<file path="src/design/afm_pkg.sv">
`timescale 1ns / 1ps
// ----------------------------------------------------------------------------
// afm_pkg
// Shared types, register indexes and the CORDIC arctangent table.
// ----------------------------------------------------------------------------
package afm_pkg;

  localparam int REG_IDX_W = 3;

  typedef enum logic [REG_IDX_W-1:0] {
    REG_IMPACT_THRESHOLD = 3'd0,
    REG_BAND_LOW         = 3'd1,
    REG_BAND_HIGH        = 3'd2,
    REG_UPRIGHT_LIMIT    = 3'd3,
    REG_VIB_WINDOW       = 3'd4,
    REG_MOVE_WINDOW      = 3'd5,
    REG_MOVE_THRESHOLD   = 3'd6,
    REG_STILL_LIMIT      = 3'd7
  } reg_idx_t;

  typedef enum logic [5:0] {
    S_IDLE   = 6'b000001,
    S_SQ     = 6'b000010,
    S_RT_MAG = 6'b000100,
    S_RT_H   = 6'b001000,
    S_CORD   = 6'b010000,
    S_DONE   = 6'b100000
  } state_t;

  localparam logic [3:0] LAST_STEP   = 4'd15;
  localparam logic [1:0] LAST_SQ     = 2'd2;
  localparam logic [10:0] TILT_RIGHT = 11'd900;
  localparam logic [10:0] TILT_FULL  = 11'd1800;

  // arctangent of 2^-i in 1/256 tenth degree
  function automatic logic [16:0] atan_lut(input logic [3:0] i);
    logic [16:0] r;
    case (i)
      4'd0:    r = 17'd115200;
      4'd1:    r = 17'd68007;
      4'd2:    r = 17'd35933;
      4'd3:    r = 17'd18240;
      4'd4:    r = 17'd9155;
      4'd5:    r = 17'd4582;
      4'd6:    r = 17'd2292;
      4'd7:    r = 17'd1146;
      4'd8:    r = 17'd573;
      4'd9:    r = 17'd286;
      4'd10:   r = 17'd143;
      4'd11:   r = 17'd72;
      4'd12:   r = 17'd36;
      4'd13:   r = 17'd18;
      4'd14:   r = 17'd9;
      4'd15:   r = 17'd4;
      default: r = 17'd0;
    endcase
    return r;
  endfunction

endpackage

</file>
<file path="src/design/afm_if.sv">
`timescale 1ns / 1ps
// ----------------------------------------------------------------------------
// afm_in_if / afm_out_if
// Valid/ready channels for accelerometer samples and monitor results.
// ----------------------------------------------------------------------------
interface afm_in_if;
  logic               valid;
  logic               ready;
  logic signed [15:0] accel_x;
  logic signed [15:0] accel_y;
  logic signed [15:0] accel_z;
  modport source (output valid, accel_x, accel_y, accel_z, input ready);
  modport sink   (input valid, accel_x, accel_y, accel_z, output ready);
endinterface

interface afm_out_if;
  logic        valid;
  logic        ready;
  logic [15:0] magnitude;
  logic        impact;
  logic        tipped_over;
  logic        fallen_alert;
  logic [10:0] tilt_tenths;
  logic [15:0] vibration;
  logic        moving;
  logic [7:0]  still_streak;
  logic        move_window_end;
  modport source (output valid, magnitude, impact, tipped_over, fallen_alert, tilt_tenths,
                  vibration, moving, still_streak, move_window_end, input ready);
  modport sink   (input valid, magnitude, impact, tipped_over, fallen_alert, tilt_tenths,
                  vibration, moving, still_streak, move_window_end, output ready);
endinterface

</file>
<file path="src/design/accel_fall_tilt_motion_monitor_top.sv">
`timescale 1ns / 1ps
// ----------------------------------------------------------------------------
// accel_fall_tilt_motion_monitor_top
// Magnitude, impact, fall, tilt, vibration and motion from accelerometer data.
// ----------------------------------------------------------------------------
//  channel  | dir | handshake     | payload
//  in_ch    | in  | valid/ready   | accel_x, accel_y, accel_z (16s)
//  out_ch   | out | valid/ready   | magnitude .. move_window_end
//  cfg_*    | in  | APB, pready=1 | 8 registers at 4*i, 32-bit data
//
//  From transfer to result a sample goes through the multiplier squaring x, z, y,
//  16 steps of the shared square-root unit twice, 16 CORDIC steps, 1 update.
//  A new sample is taken only while the sequencer is idle; a finished result
//  waits in the output register while the next sample is worked on.
//  rst_n is synchronous, active low; it restores register defaults.
// ----------------------------------------------------------------------------
module accel_fall_tilt_motion_monitor_top #(
  parameter int COOLDOWN_SAMPLES = 150,
  parameter int TILT_MIN_MAG     = 410
) (
  input  logic        clk,
  input  logic        rst_n,
  afm_in_if.sink      in_ch,
  afm_out_if.source   out_ch,
  input  logic        cfg_psel,
  input  logic        cfg_penable,
  input  logic        cfg_pwrite,
  input  logic [4:0]  cfg_paddr,
  input  logic [31:0] cfg_pwdata,
  output logic [31:0] cfg_prdata,
  output logic        cfg_pready
);
  import afm_pkg::*;

  localparam logic [7:0]  COOL_LOAD = 8'(COOLDOWN_SAMPLES);
  localparam logic [15:0] TILT_MIN  = 16'(TILT_MIN_MAG);

  // configuration
  logic [15:0]        impact_thr_r, band_low_r, band_high_r, move_win_r, move_thr_r;
  logic signed [15:0] upright_r;
  logic [7:0]         vib_win_r, still_lim_r;
  reg_idx_t           widx;

  assign cfg_pready = 1'b1;
  assign widx = reg_idx_t'(cfg_paddr[4:2]);

  always_ff @(posedge clk) begin
    if (!rst_n) begin
      impact_thr_r <= 16'd10240;
      band_low_r   <= 16'd2048;
      band_high_r  <= 16'd6144;
      upright_r    <= -16'sd1638;
      vib_win_r    <= 8'd25;
      move_win_r   <= 16'd300;
      move_thr_r   <= 16'd33;
      still_lim_r  <= 8'd10;
    end else if (cfg_psel && cfg_penable && cfg_pwrite) begin
      case (widx)
        REG_IMPACT_THRESHOLD: impact_thr_r <= cfg_pwdata[15:0];
        REG_BAND_LOW:         band_low_r   <= cfg_pwdata[15:0];
        REG_BAND_HIGH:        band_high_r  <= cfg_pwdata[15:0];
        REG_UPRIGHT_LIMIT:    upright_r    <= signed'(cfg_pwdata[15:0]);
        REG_VIB_WINDOW:       vib_win_r    <= cfg_pwdata[7:0];
        REG_MOVE_WINDOW:      move_win_r   <= cfg_pwdata[15:0];
        REG_MOVE_THRESHOLD:   move_thr_r   <= cfg_pwdata[15:0];
        REG_STILL_LIMIT:      still_lim_r  <= cfg_pwdata[7:0];
        default: ;
      endcase
    end
  end

  always_comb begin
    case (widx)
      REG_IMPACT_THRESHOLD: cfg_prdata = {16'd0, impact_thr_r};
      REG_BAND_LOW:         cfg_prdata = {16'd0, band_low_r};
      REG_BAND_HIGH:        cfg_prdata = {16'd0, band_high_r};
      REG_UPRIGHT_LIMIT:    cfg_prdata = {{16{upright_r[15]}}, upright_r};
      REG_VIB_WINDOW:       cfg_prdata = {24'd0, vib_win_r};
      REG_MOVE_WINDOW:      cfg_prdata = {16'd0, move_win_r};
      REG_MOVE_THRESHOLD:   cfg_prdata = {16'd0, move_thr_r};
      REG_STILL_LIMIT:      cfg_prdata = {24'd0, still_lim_r};
      default:              cfg_prdata = 32'd0;
    endcase
  end

  // sequencer and datapath
  state_t             state_r;
  logic [3:0]         step_r;
  logic signed [15:0] ax_r, ay_r, az_r;
  logic [31:0]        sum_all_r, sum_xz_r;
  logic [31:0]        rad_r;
  logic [16:0]        rem_r;
  logic [15:0]        root_r, mag_r;
  logic signed [31:0] cx_r, cy_r;
  logic signed [19:0] cz_r;

  // monitor state
  logic        fallen_r;
  logic [7:0]  cool_r;
  logic [10:0] tilt_r;
  logic [15:0] vpk_r, vtr_r, vhold_r, mpk_r, mtr_r, mcnt_r;
  logic [7:0]  vcnt_r, streak_r;
  logic        moving_r;

  // output register
  logic        ov_r;

  assign in_ch.ready = (state_r == S_IDLE);

  // multiplier operand
  logic signed [15:0] mop;
  logic signed [31:0] prod;
  always_comb begin
    case (step_r[1:0])
      2'd0:    mop = ax_r;
      2'd1:    mop = az_r;
      default: mop = ay_r;
    endcase
  end
  assign prod = mop * mop;

  // square-root step
  logic [18:0] rem_sh, trial, rdiff;
  logic        take;
  assign rem_sh = {rem_r, rad_r[31:30]};
  assign trial  = {1'b0, root_r, 2'b01};
  assign rdiff  = rem_sh - trial;
  assign take   = (rem_sh >= trial);
  logic [15:0] root_nxt;
  logic [16:0] rem_nxt;
  assign root_nxt = {root_r[14:0], take};
  assign rem_nxt  = take ? rdiff[16:0] : rem_sh[16:0];

  // CORDIC step
  logic signed [31:0] shx, shy;
  logic signed [19:0] at;
  assign shx = cx_r >>> step_r;
  assign shy = cy_r >>> step_r;
  assign at  = signed'({3'b000, atan_lut(step_r)});

  // final angle
  logic signed [19:0] zr;
  logic [10:0]        ang, tilt_new;
  assign zr = (cz_r + 20'sd128) >>> 8;
  always_comb begin
    if (zr[19])                               ang = 11'd0;
    else if (zr > signed'({9'd0, TILT_RIGHT})) ang = TILT_RIGHT;
    else                                      ang = zr[10:0];
  end
  assign tilt_new = (ay_r > 16'sd0) ? (TILT_FULL - ang) : ang;

  // update-cycle logic
  logic        in_band, alert;
  logic [7:0]  cool_a;
  logic        fallen_n;
  logic [15:0] vpk_n, vtr_n, mpk_n, mtr_n, mdelta;
  logic [8:0]  vcnt_inc;
  logic [16:0] mcnt_inc;
  logic        vclose, mclose;
  logic [7:0]  streak_inc, streak_n;
  logic        moving_n;
  logic        do_done;

  assign do_done = (state_r == S_DONE) && (!ov_r || out_ch.ready);
  assign in_band = (mag_r > band_low_r) && (mag_r < band_high_r);

  always_comb begin
    fallen_n = fallen_r;
    cool_a   = cool_r;
    alert    = 1'b0;
    if (in_band) begin
      if (ay_r > upright_r) begin
        fallen_n = 1'b1;
        if (cool_r == 8'd0) begin
          alert  = 1'b1;
          cool_a = COOL_LOAD;
        end
      end else begin
        fallen_n = 1'b0;
        cool_a   = 8'd0;
      end
    end
  end

  assign vpk_n    = (mag_r > vpk_r) ? mag_r : vpk_r;
  assign vtr_n    = (mag_r < vtr_r) ? mag_r : vtr_r;
  assign mpk_n    = (mag_r > mpk_r) ? mag_r : mpk_r;
  assign mtr_n    = (mag_r < mtr_r) ? mag_r : mtr_r;
  assign vcnt_inc = {1'b0, vcnt_r} + 9'd1;
  assign mcnt_inc = {1'b0, mcnt_r} + 17'd1;
  assign vclose   = (vcnt_inc >= {1'b0, vib_win_r});
  assign mclose   = (mcnt_inc >= {1'b0, move_win_r});
  assign mdelta   = mpk_n - mtr_n;
  assign streak_inc = (streak_r < 8'd255) ? (streak_r + 8'd1) : streak_r;

  always_comb begin
    streak_n = streak_r;
    moving_n = moving_r;
    if (mclose) begin
      if (mdelta > move_thr_r) begin
        streak_n = 8'd0;
        moving_n = 1'b1;
      end else begin
        streak_n = streak_inc;
        if (streak_inc >= still_lim_r) moving_n = 1'b0;
      end
    end
  end

  always_ff @(posedge clk) begin
    if (!rst_n) begin
      state_r  <= S_IDLE;
      step_r   <= 4'd0;
      ov_r     <= 1'b0;
      fallen_r <= 1'b0;
      cool_r   <= 8'd0;
      tilt_r   <= 11'd0;
      vpk_r    <= 16'd0;
      vtr_r    <= 16'hFFFF;
      vcnt_r   <= 8'd0;
      vhold_r  <= 16'd0;
      mpk_r    <= 16'd0;
      mtr_r    <= 16'hFFFF;
      mcnt_r   <= 16'd0;
      streak_r <= 8'd0;
      moving_r <= 1'b0;
    end else begin
      if (do_done) ov_r <= 1'b1;
      else if (ov_r && out_ch.ready) ov_r <= 1'b0;
      case (state_r)
        S_IDLE: begin
          if (in_ch.valid) begin
            ax_r      <= in_ch.accel_x;
            ay_r      <= in_ch.accel_y;
            az_r      <= in_ch.accel_z;
            sum_xz_r  <= 32'd0;
            sum_all_r <= 32'd0;
            step_r    <= 4'd0;
            state_r   <= S_SQ;
          end
        end
        S_SQ: begin
          // x and z first feed both sums, y only the full sum
          if (step_r[1:0] != LAST_SQ) sum_xz_r <= sum_xz_r + unsigned'(prod);
          if (step_r[1:0] == LAST_SQ) begin
            rad_r   <= sum_all_r + unsigned'(prod);
            rem_r   <= 17'd0;
            root_r  <= 16'd0;
            step_r  <= 4'd0;
            state_r <= S_RT_MAG;
          end else begin
            sum_all_r <= sum_all_r + unsigned'(prod);
            step_r    <= step_r + 4'd1;
          end
        end
        S_RT_MAG: begin
          step_r <= step_r + 4'd1;
          if (step_r == LAST_STEP) begin
            mag_r   <= root_nxt;
            rad_r   <= sum_xz_r;
            rem_r   <= 17'd0;
            root_r  <= 16'd0;
            state_r <= S_RT_H;
          end else begin
            rad_r  <= {rad_r[29:0], 2'b00};
            rem_r  <= rem_nxt;
            root_r <= root_nxt;
          end
        end
        S_RT_H: begin
          step_r <= step_r + 4'd1;
          if (step_r == LAST_STEP) begin
            cx_r    <= signed'({3'b000, (ay_r[15] ? 17'(-ay_r) : 17'(ay_r)), 12'd0});
            cy_r    <= signed'({4'b0000, root_nxt, 12'd0});
            cz_r    <= 20'sd0;
            state_r <= S_CORD;
          end else begin
            rad_r  <= {rad_r[29:0], 2'b00};
            rem_r  <= rem_nxt;
            root_r <= root_nxt;
          end
        end
        S_CORD: begin
          if (!cy_r[31]) begin
            cx_r <= cx_r + shy;
            cy_r <= cy_r - shx;
            cz_r <= cz_r + at;
          end else begin
            cx_r <= cx_r - shy;
            cy_r <= cy_r + shx;
            cz_r <= cz_r - at;
          end
          step_r <= step_r + 4'd1;
          if (step_r == LAST_STEP) state_r <= S_DONE;
        end
        S_DONE: begin
          // hold until the output register is free
          if (do_done) begin
            fallen_r <= fallen_n;
            cool_r   <= (cool_a != 8'd0) ? (cool_a - 8'd1) : cool_a;
            if (mag_r >= TILT_MIN) tilt_r <= tilt_new;
            if (vclose) begin
              vhold_r <= vpk_n - vtr_n;
              vpk_r   <= 16'd0;
              vtr_r   <= 16'hFFFF;
              vcnt_r  <= 8'd0;
            end else begin
              vpk_r  <= vpk_n;
              vtr_r  <= vtr_n;
              vcnt_r <= vcnt_inc[7:0];
            end
            streak_r <= streak_n;
            moving_r <= moving_n;
            out_ch.magnitude    <= mag_r;
            out_ch.impact       <= (mag_r > impact_thr_r);
            out_ch.tipped_over  <= fallen_n;
            out_ch.fallen_alert <= alert;
            out_ch.tilt_tenths  <= (mag_r >= TILT_MIN) ? tilt_new : tilt_r;
            out_ch.vibration    <= vclose ? (vpk_n - vtr_n) : vhold_r;
            out_ch.move_window_end <= mclose;
            out_ch.moving       <= moving_n;
            out_ch.still_streak <= streak_n;
            if (mclose) begin
              mpk_r  <= 16'd0;
              mtr_r  <= 16'hFFFF;
              mcnt_r <= 16'd0;
            end else begin
              mpk_r  <= mpk_n;
              mtr_r  <= mtr_n;
              mcnt_r <= mcnt_inc[15:0];
            end
            state_r <= S_IDLE;
          end
        end
        default: state_r <= S_IDLE;
      endcase
    end
  end

  assign out_ch.valid = ov_r;

endmodule
</file>
<file path="src/flat_wrapper.sv">
// flat-port wrapper written by rule: the top's interface ports become plain ports
module accel_fall_tilt_motion_monitor_top_flat import afm_pkg::*;
#(
  parameter int COOLDOWN_SAMPLES = 150,
  parameter int TILT_MIN_MAG     = 410
)
  (clk, rst_n, cfg_psel, cfg_penable, cfg_pwrite, cfg_paddr, cfg_pwdata, cfg_prdata, cfg_pready, in_ch_valid, in_ch_accel_x, in_ch_accel_y, in_ch_accel_z, in_ch_ready, out_ch_valid, out_ch_magnitude, out_ch_impact, out_ch_tipped_over, out_ch_fallen_alert, out_ch_tilt_tenths, out_ch_vibration, out_ch_moving, out_ch_still_streak, out_ch_move_window_end, out_ch_ready);
  afm_in_if in_ch_i ();
  afm_out_if out_ch_i ();
  input  logic clk;
  input  logic rst_n;
  input  logic cfg_psel;
  input  logic cfg_penable;
  input  logic cfg_pwrite;
  input  logic [4:0] cfg_paddr;
  input  logic [31:0] cfg_pwdata;
  output logic [31:0] cfg_prdata;
  output logic cfg_pready;
  input wire logic [$bits(in_ch_i.valid)-1:0] in_ch_valid;
  input wire logic [$bits(in_ch_i.accel_x)-1:0] in_ch_accel_x;
  input wire logic [$bits(in_ch_i.accel_y)-1:0] in_ch_accel_y;
  input wire logic [$bits(in_ch_i.accel_z)-1:0] in_ch_accel_z;
  output wire logic [$bits(in_ch_i.ready)-1:0] in_ch_ready;
  output wire logic [$bits(out_ch_i.valid)-1:0] out_ch_valid;
  output wire logic [$bits(out_ch_i.magnitude)-1:0] out_ch_magnitude;
  output wire logic [$bits(out_ch_i.impact)-1:0] out_ch_impact;
  output wire logic [$bits(out_ch_i.tipped_over)-1:0] out_ch_tipped_over;
  output wire logic [$bits(out_ch_i.fallen_alert)-1:0] out_ch_fallen_alert;
  output wire logic [$bits(out_ch_i.tilt_tenths)-1:0] out_ch_tilt_tenths;
  output wire logic [$bits(out_ch_i.vibration)-1:0] out_ch_vibration;
  output wire logic [$bits(out_ch_i.moving)-1:0] out_ch_moving;
  output wire logic [$bits(out_ch_i.still_streak)-1:0] out_ch_still_streak;
  output wire logic [$bits(out_ch_i.move_window_end)-1:0] out_ch_move_window_end;
  input wire logic [$bits(out_ch_i.ready)-1:0] out_ch_ready;
  assign in_ch_i.valid = in_ch_valid;
  assign in_ch_i.accel_x = in_ch_accel_x;
  assign in_ch_i.accel_y = in_ch_accel_y;
  assign in_ch_i.accel_z = in_ch_accel_z;
  assign in_ch_ready = in_ch_i.ready;
  assign out_ch_valid = out_ch_i.valid;
  assign out_ch_magnitude = out_ch_i.magnitude;
  assign out_ch_impact = out_ch_i.impact;
  assign out_ch_tipped_over = out_ch_i.tipped_over;
  assign out_ch_fallen_alert = out_ch_i.fallen_alert;
  assign out_ch_tilt_tenths = out_ch_i.tilt_tenths;
  assign out_ch_vibration = out_ch_i.vibration;
  assign out_ch_moving = out_ch_i.moving;
  assign out_ch_still_streak = out_ch_i.still_streak;
  assign out_ch_move_window_end = out_ch_i.move_window_end;
  assign out_ch_i.ready = out_ch_ready;
  accel_fall_tilt_motion_monitor_top #(.COOLDOWN_SAMPLES(COOLDOWN_SAMPLES), .TILT_MIN_MAG(TILT_MIN_MAG)) u_core (.clk(clk), .rst_n(rst_n), .in_ch(in_ch_i), .out_ch(out_ch_i), .cfg_psel(cfg_psel), .cfg_penable(cfg_penable), .cfg_pwrite(cfg_pwrite), .cfg_paddr(cfg_paddr), .cfg_pwdata(cfg_pwdata), .cfg_prdata(cfg_prdata), .cfg_pready(cfg_pready));
endmodule
</file>
<file path="config.mk">
export PLATFORM = sky130hd
export DESIGN_NAME = accel_fall_tilt_motion_monitor_top_flat
export DESIGN_NICKNAME = d
export VERILOG_FILES = /design/src/design/afm_pkg.sv /design/src/design/afm_if.sv /design/src/design/accel_fall_tilt_motion_monitor_top.sv /design/src/flat_wrapper.sv
export SDC_FILE = /design/constraint.sdc
export NUM_CORES = 2
export LEC_CHECK = 0
export BUFFER_PORTS_ARGS = -buffer_cell sky130_fd_sc_hd__buf_2
export CAP_MARGIN = 20
export CORE_MARGIN = 10
export CORE_UTILIZATION = 38
export CTS_CLUSTER_DIAMETER = 40
export DETAILED_ROUTE_END_ITERATION = 8
export HOLD_SLACK_MARGIN = 0.06
export SYNTH_ARGS = -nofsm -noshare
export SYNTH_HDL_FRONTEND = slang
export SYNTH_SLANG_ARGS = --single-unit
export TNS_END_PERCENT = 100
</file>
<file path="constraint.sdc">
create_clock -name clk -period 14.2 [get_ports clk]
set_input_delay 1.42 -clock clk [delete_from_list [all_inputs] [get_ports clk]]
set_output_delay 1.42 -clock clk [all_outputs]
set_load 0.1 [all_outputs]
</file>
==> summary.md <==
| Metric | Value |
|---|---|
| Status | `finished, final reports clean` |
| Met3 Resource Use GR | `0.03643` |
| Hold buffer count at cts | `0` |
| Fin Hold WS | `0.4481 ns` |
| CTS tree | `built` |
| Vias in the first global route | `41900` |
| 1st-iter DRT viols | `3350` |
| Antenna violations before repair | `18` |
| Clock Path Buffers | `3` |
| Ys flop type | `edfxtp_1` |
| Hold Vio Cnt, Final | `0` |
| R2R Path End | `u_core.rad_r[31]` |
| CTS Root Cell | `clkbuf_16` |
| Layout area overhead | `12.75%` |
| First-pass GRT wire length | `237600 um` |
| DR WL/cell | `19.49 um` |
| Via-per-instance ratio | `5.518` |
| Synth Cell Area | `52650 sq um` |
| Routed wire length | `152500 um` |
| Number of fillers in the final layout | `13360` |
| Final setup vio count | `0` |
| CP Data Required Time | `14.70 ns` |
| Number of cells produced by synthesis | `5815` |
| CP Data Arrival Time | `12.35 ns` |
| Congestion Overflow GR | `0` |
| Clk sink count | `606` |
| Most Crowded Layer GR | `met2` |
| Worst path max stage delay | `0.94 ns` |
| Worst R2R Path Depth | `35` |
| Met1 global-route usage | `0.2617` |
| Fin nets | `6739` |
| Critical path launch point type | `flop` |
| Worst slack, placed | `2.357 ns` |
| Worst Setup Path Type | `flop to flop` |
| CP Max Fanout | `27` |
| Hold path depth | `0` |
| Seq cells post-synth | `606` |
| Flop2flop setup slack | `2.35 ns` |
| DRC viols | `0` |
| Setup TNS | `0 ns` |
| Setup WS post-layout | `2.353 ns` |
| Routed Antenna Nets | `0` |
| RSZ-0062 raised after global routing | `no` |
| Post_cts resized | `0` |
| Die X | `392.2 um` |
| Final Max Slew Viols | `0` |
| Max stage delay cell, worst path | `o41ai_1` |
| Actual slew at the worst max-slew pin | `1.224 ns` |
| Critical Path End | `u_core.rad_r[31]` |
| Die area | `153800 sq um` |
| Achievable Freq | `84.41 MHz` |
| Insertion delay to the later sink of the worst-skew pair | `0.75 ns` |
| Critical Path Sink Type | `flop` |
| Number of buffers added on ports | `163` |
| Clk_skew | `0.08840 ns` |
| Hold Crit Class | `flop to flop` |
| Top post-synthesis cells by area | `edfxtp_1 19%, ha_1 11%, dfxtp_1 10%, fa_1 9.2%, inv_1 4.4%` |
| Avg Inst Size Synth | `9.054 sq um` |
| Largest net degree at the start of global routing | `74` |
| TritonRoute pass-1 iters | `6` |
| Clock-pin slew on the worst setup and hold paths | `0.06 ns` |
| Share of layout cells above drive strength 1 | `0.1061` |
| Setup Buffers After CTS | `0` |
| Yosys warning count | `0` |
| TritonCTS Buffers | `109` |
| Synth cell types | `99` |
| Yosys top cell area share | `0.1899` |
| Routed vias | `43180` |
| Asr flop ratio synth | `0` |
| Post-DP HPWL | `112300 um` |
| Synth area leader | `edfxtp_1` |
| Seq/Total Area, Yosys | `0.2937` |
| Met2 Track Usage GR | `0.3070` |
| R2r startpoint | `u_core.step_r[1]` |
| Row Count | `136` |
| Number of synthesized flops with an enable pin | `333` |
| Htree depth | `3` |
| Ports | `183` |
| Tot GR Track Use | `0.1927` |
| Max Cap Viol | `0` |
| Max transition margin | `0.1823` |
| Utilization after layout | `0.4318` |
| GPL Wtd Cong | `0.9210` |
| Minimum clock period | `11.85 ns` |
| Critical Path Start | `u_core.step_r[1]` |
| Die H | `392.2 um` |
| Core area | `137500 sq um` |
| Final Cycle Share | `0.8343` |
| Initial core utilization | `0.3829` |
| Top cell by count, worst path | `inv_1` |
| Mapped Nets | `6624` |
cells in the final DEF (no fill, tap or decap), types with 23 or more instances in the layout:
master / n
inv_1: 617
nand2_1: 579
nor2_1: 548
ha_1: 475
a21oi_1: 440
edfxtp_1: 333
o21ai_0: 269
dfxtp_1: 269
fa_1: 242
xnor2_1: 203
buf_2: 162
a21o_1: 144
mux2i_1: 121
xor2_1: 121
clkbuf_16: 110
nand3_1: 99
nor3_1: 85
buf_4: 77
mux4_2: 75
a22oi_1: 70
a22o_1: 55
o21a_1: 54
mux2_2: 52
nand2b_1: 51
and3_1: 49
a31oi_1: 45
nor2b_1: 44
o211ai_1: 44
nand4_1: 38
or3_1: 30
a211oi_1: 24
and2_1: 23
per-stage QoR:
| step | area (sq um) | cells |
|---|---|---|
| after floorplan | 52650 | 5815 |
| after global placement | 55330 | 7607 |
| after global routing | 59350 | 7819 |
| after detailed placement | 55340 | 7608 |
| final | 59360 | 7825 |
| after CTS | 59300 | 7814 |
cell usage after synthesis, drive strengths merged (144+ instances only):
| master | n |
|---|---|
| a21o | 144 |
| a21oi | 442 |
| clkbuf | 168 |
| dfxtp | 273 |
| edfxtp | 333 |
| fa | 242 |
| ha | 475 |
| inv | 620 |
| nand2 | 579 |
| nor2 | 554 |
| o21ai | 273 |
| xnor2 | 203 |
state kept, by name, indices dropped and copies added (netlist names), 17 cells and up:
name and count:
u_core.cx_r 32, u_core.rem_r 17, u_core.rad_r 32, u_core.at 17, u_core.sum_xz_r 32, u_core.cz_r 20
u_core.sum_all_r 32, u_core.cy_r 32
logic make-up (layout without fill, tap and decap cells):
family,Yosys count,after routing,share of synthesized area
compound gates,1370,1370,0.1654
buf+inv,868,1078,0.06530
mux,260,260,0.07184
other cells,1,7,0.00007122
fa+ha+maj,717,717,0.2049
xor+xnor,325,325,0.05435
simple gates,1668,1668,0.1445
flops,606,606,0.2937
worst max-delay path, delay by kind of cell, from the launching register on:
family | cells | cell delay, ns
adders and majority gates | 9 | 4.40
AOI/OAI and AO/OA | 10 | 3.78
buffers and inverters | 9 | 1.58
DFF | 1 | 0.58
and+or+nand+nor | 4 | 0.56
xor gates and xnor gates | 2 | 0.50
muxes | 1 | 0.21
routing by layer:
metal,vias to the layer above,wire length [um],part of all wire
met3,315,11280,0.074
met1,20850,67800,0.44
met4,12,5046,0.033
met2,1305,68290,0.45
met5,-,70,0.00046
li1,20700,-,-
layout make-up:
class / instances / area [sq um] / share of cell area
Antenna cell: 6 / 15.01 / 0.0002529
Multi-Input combinational cell: 4341 / 33870 / 0.5706
Clock buffer: 122 / 2848 / 0.04797
Clock inverter: 84 / 1112 / 0.01874
Timing Repair Buffer: 243 / 1433 / 0.02413
Tap cell: 1794 / 2245 / 0.03781
Inverter: 629 / 2366 / 0.03986
Sequential cell: 606 / 15470 / 0.2607
worst min path at each step:
stage / to / startpoint / slack, ns
floorplan: u_core.mag_r[12] / u_core.root_r[11] / 0.43
global placement: u_core.mag_r[7] / u_core.root_r[6] / 0.44
detailed placement: u_core.mag_r[7] / u_core.root_r[6] / 0.44
CTS: u_core.mag_r[7] / u_core.root_r[6] / 0.45
global route: u_core.mag_r[7] / u_core.root_r[6] / 0.46
finish: u_core.mag_r[7] / u_core.root_r[6] / 0.45
Power is not shown: default switching activity piles up to over one toggle a cycle in this logic, so the estimate is an artifact.
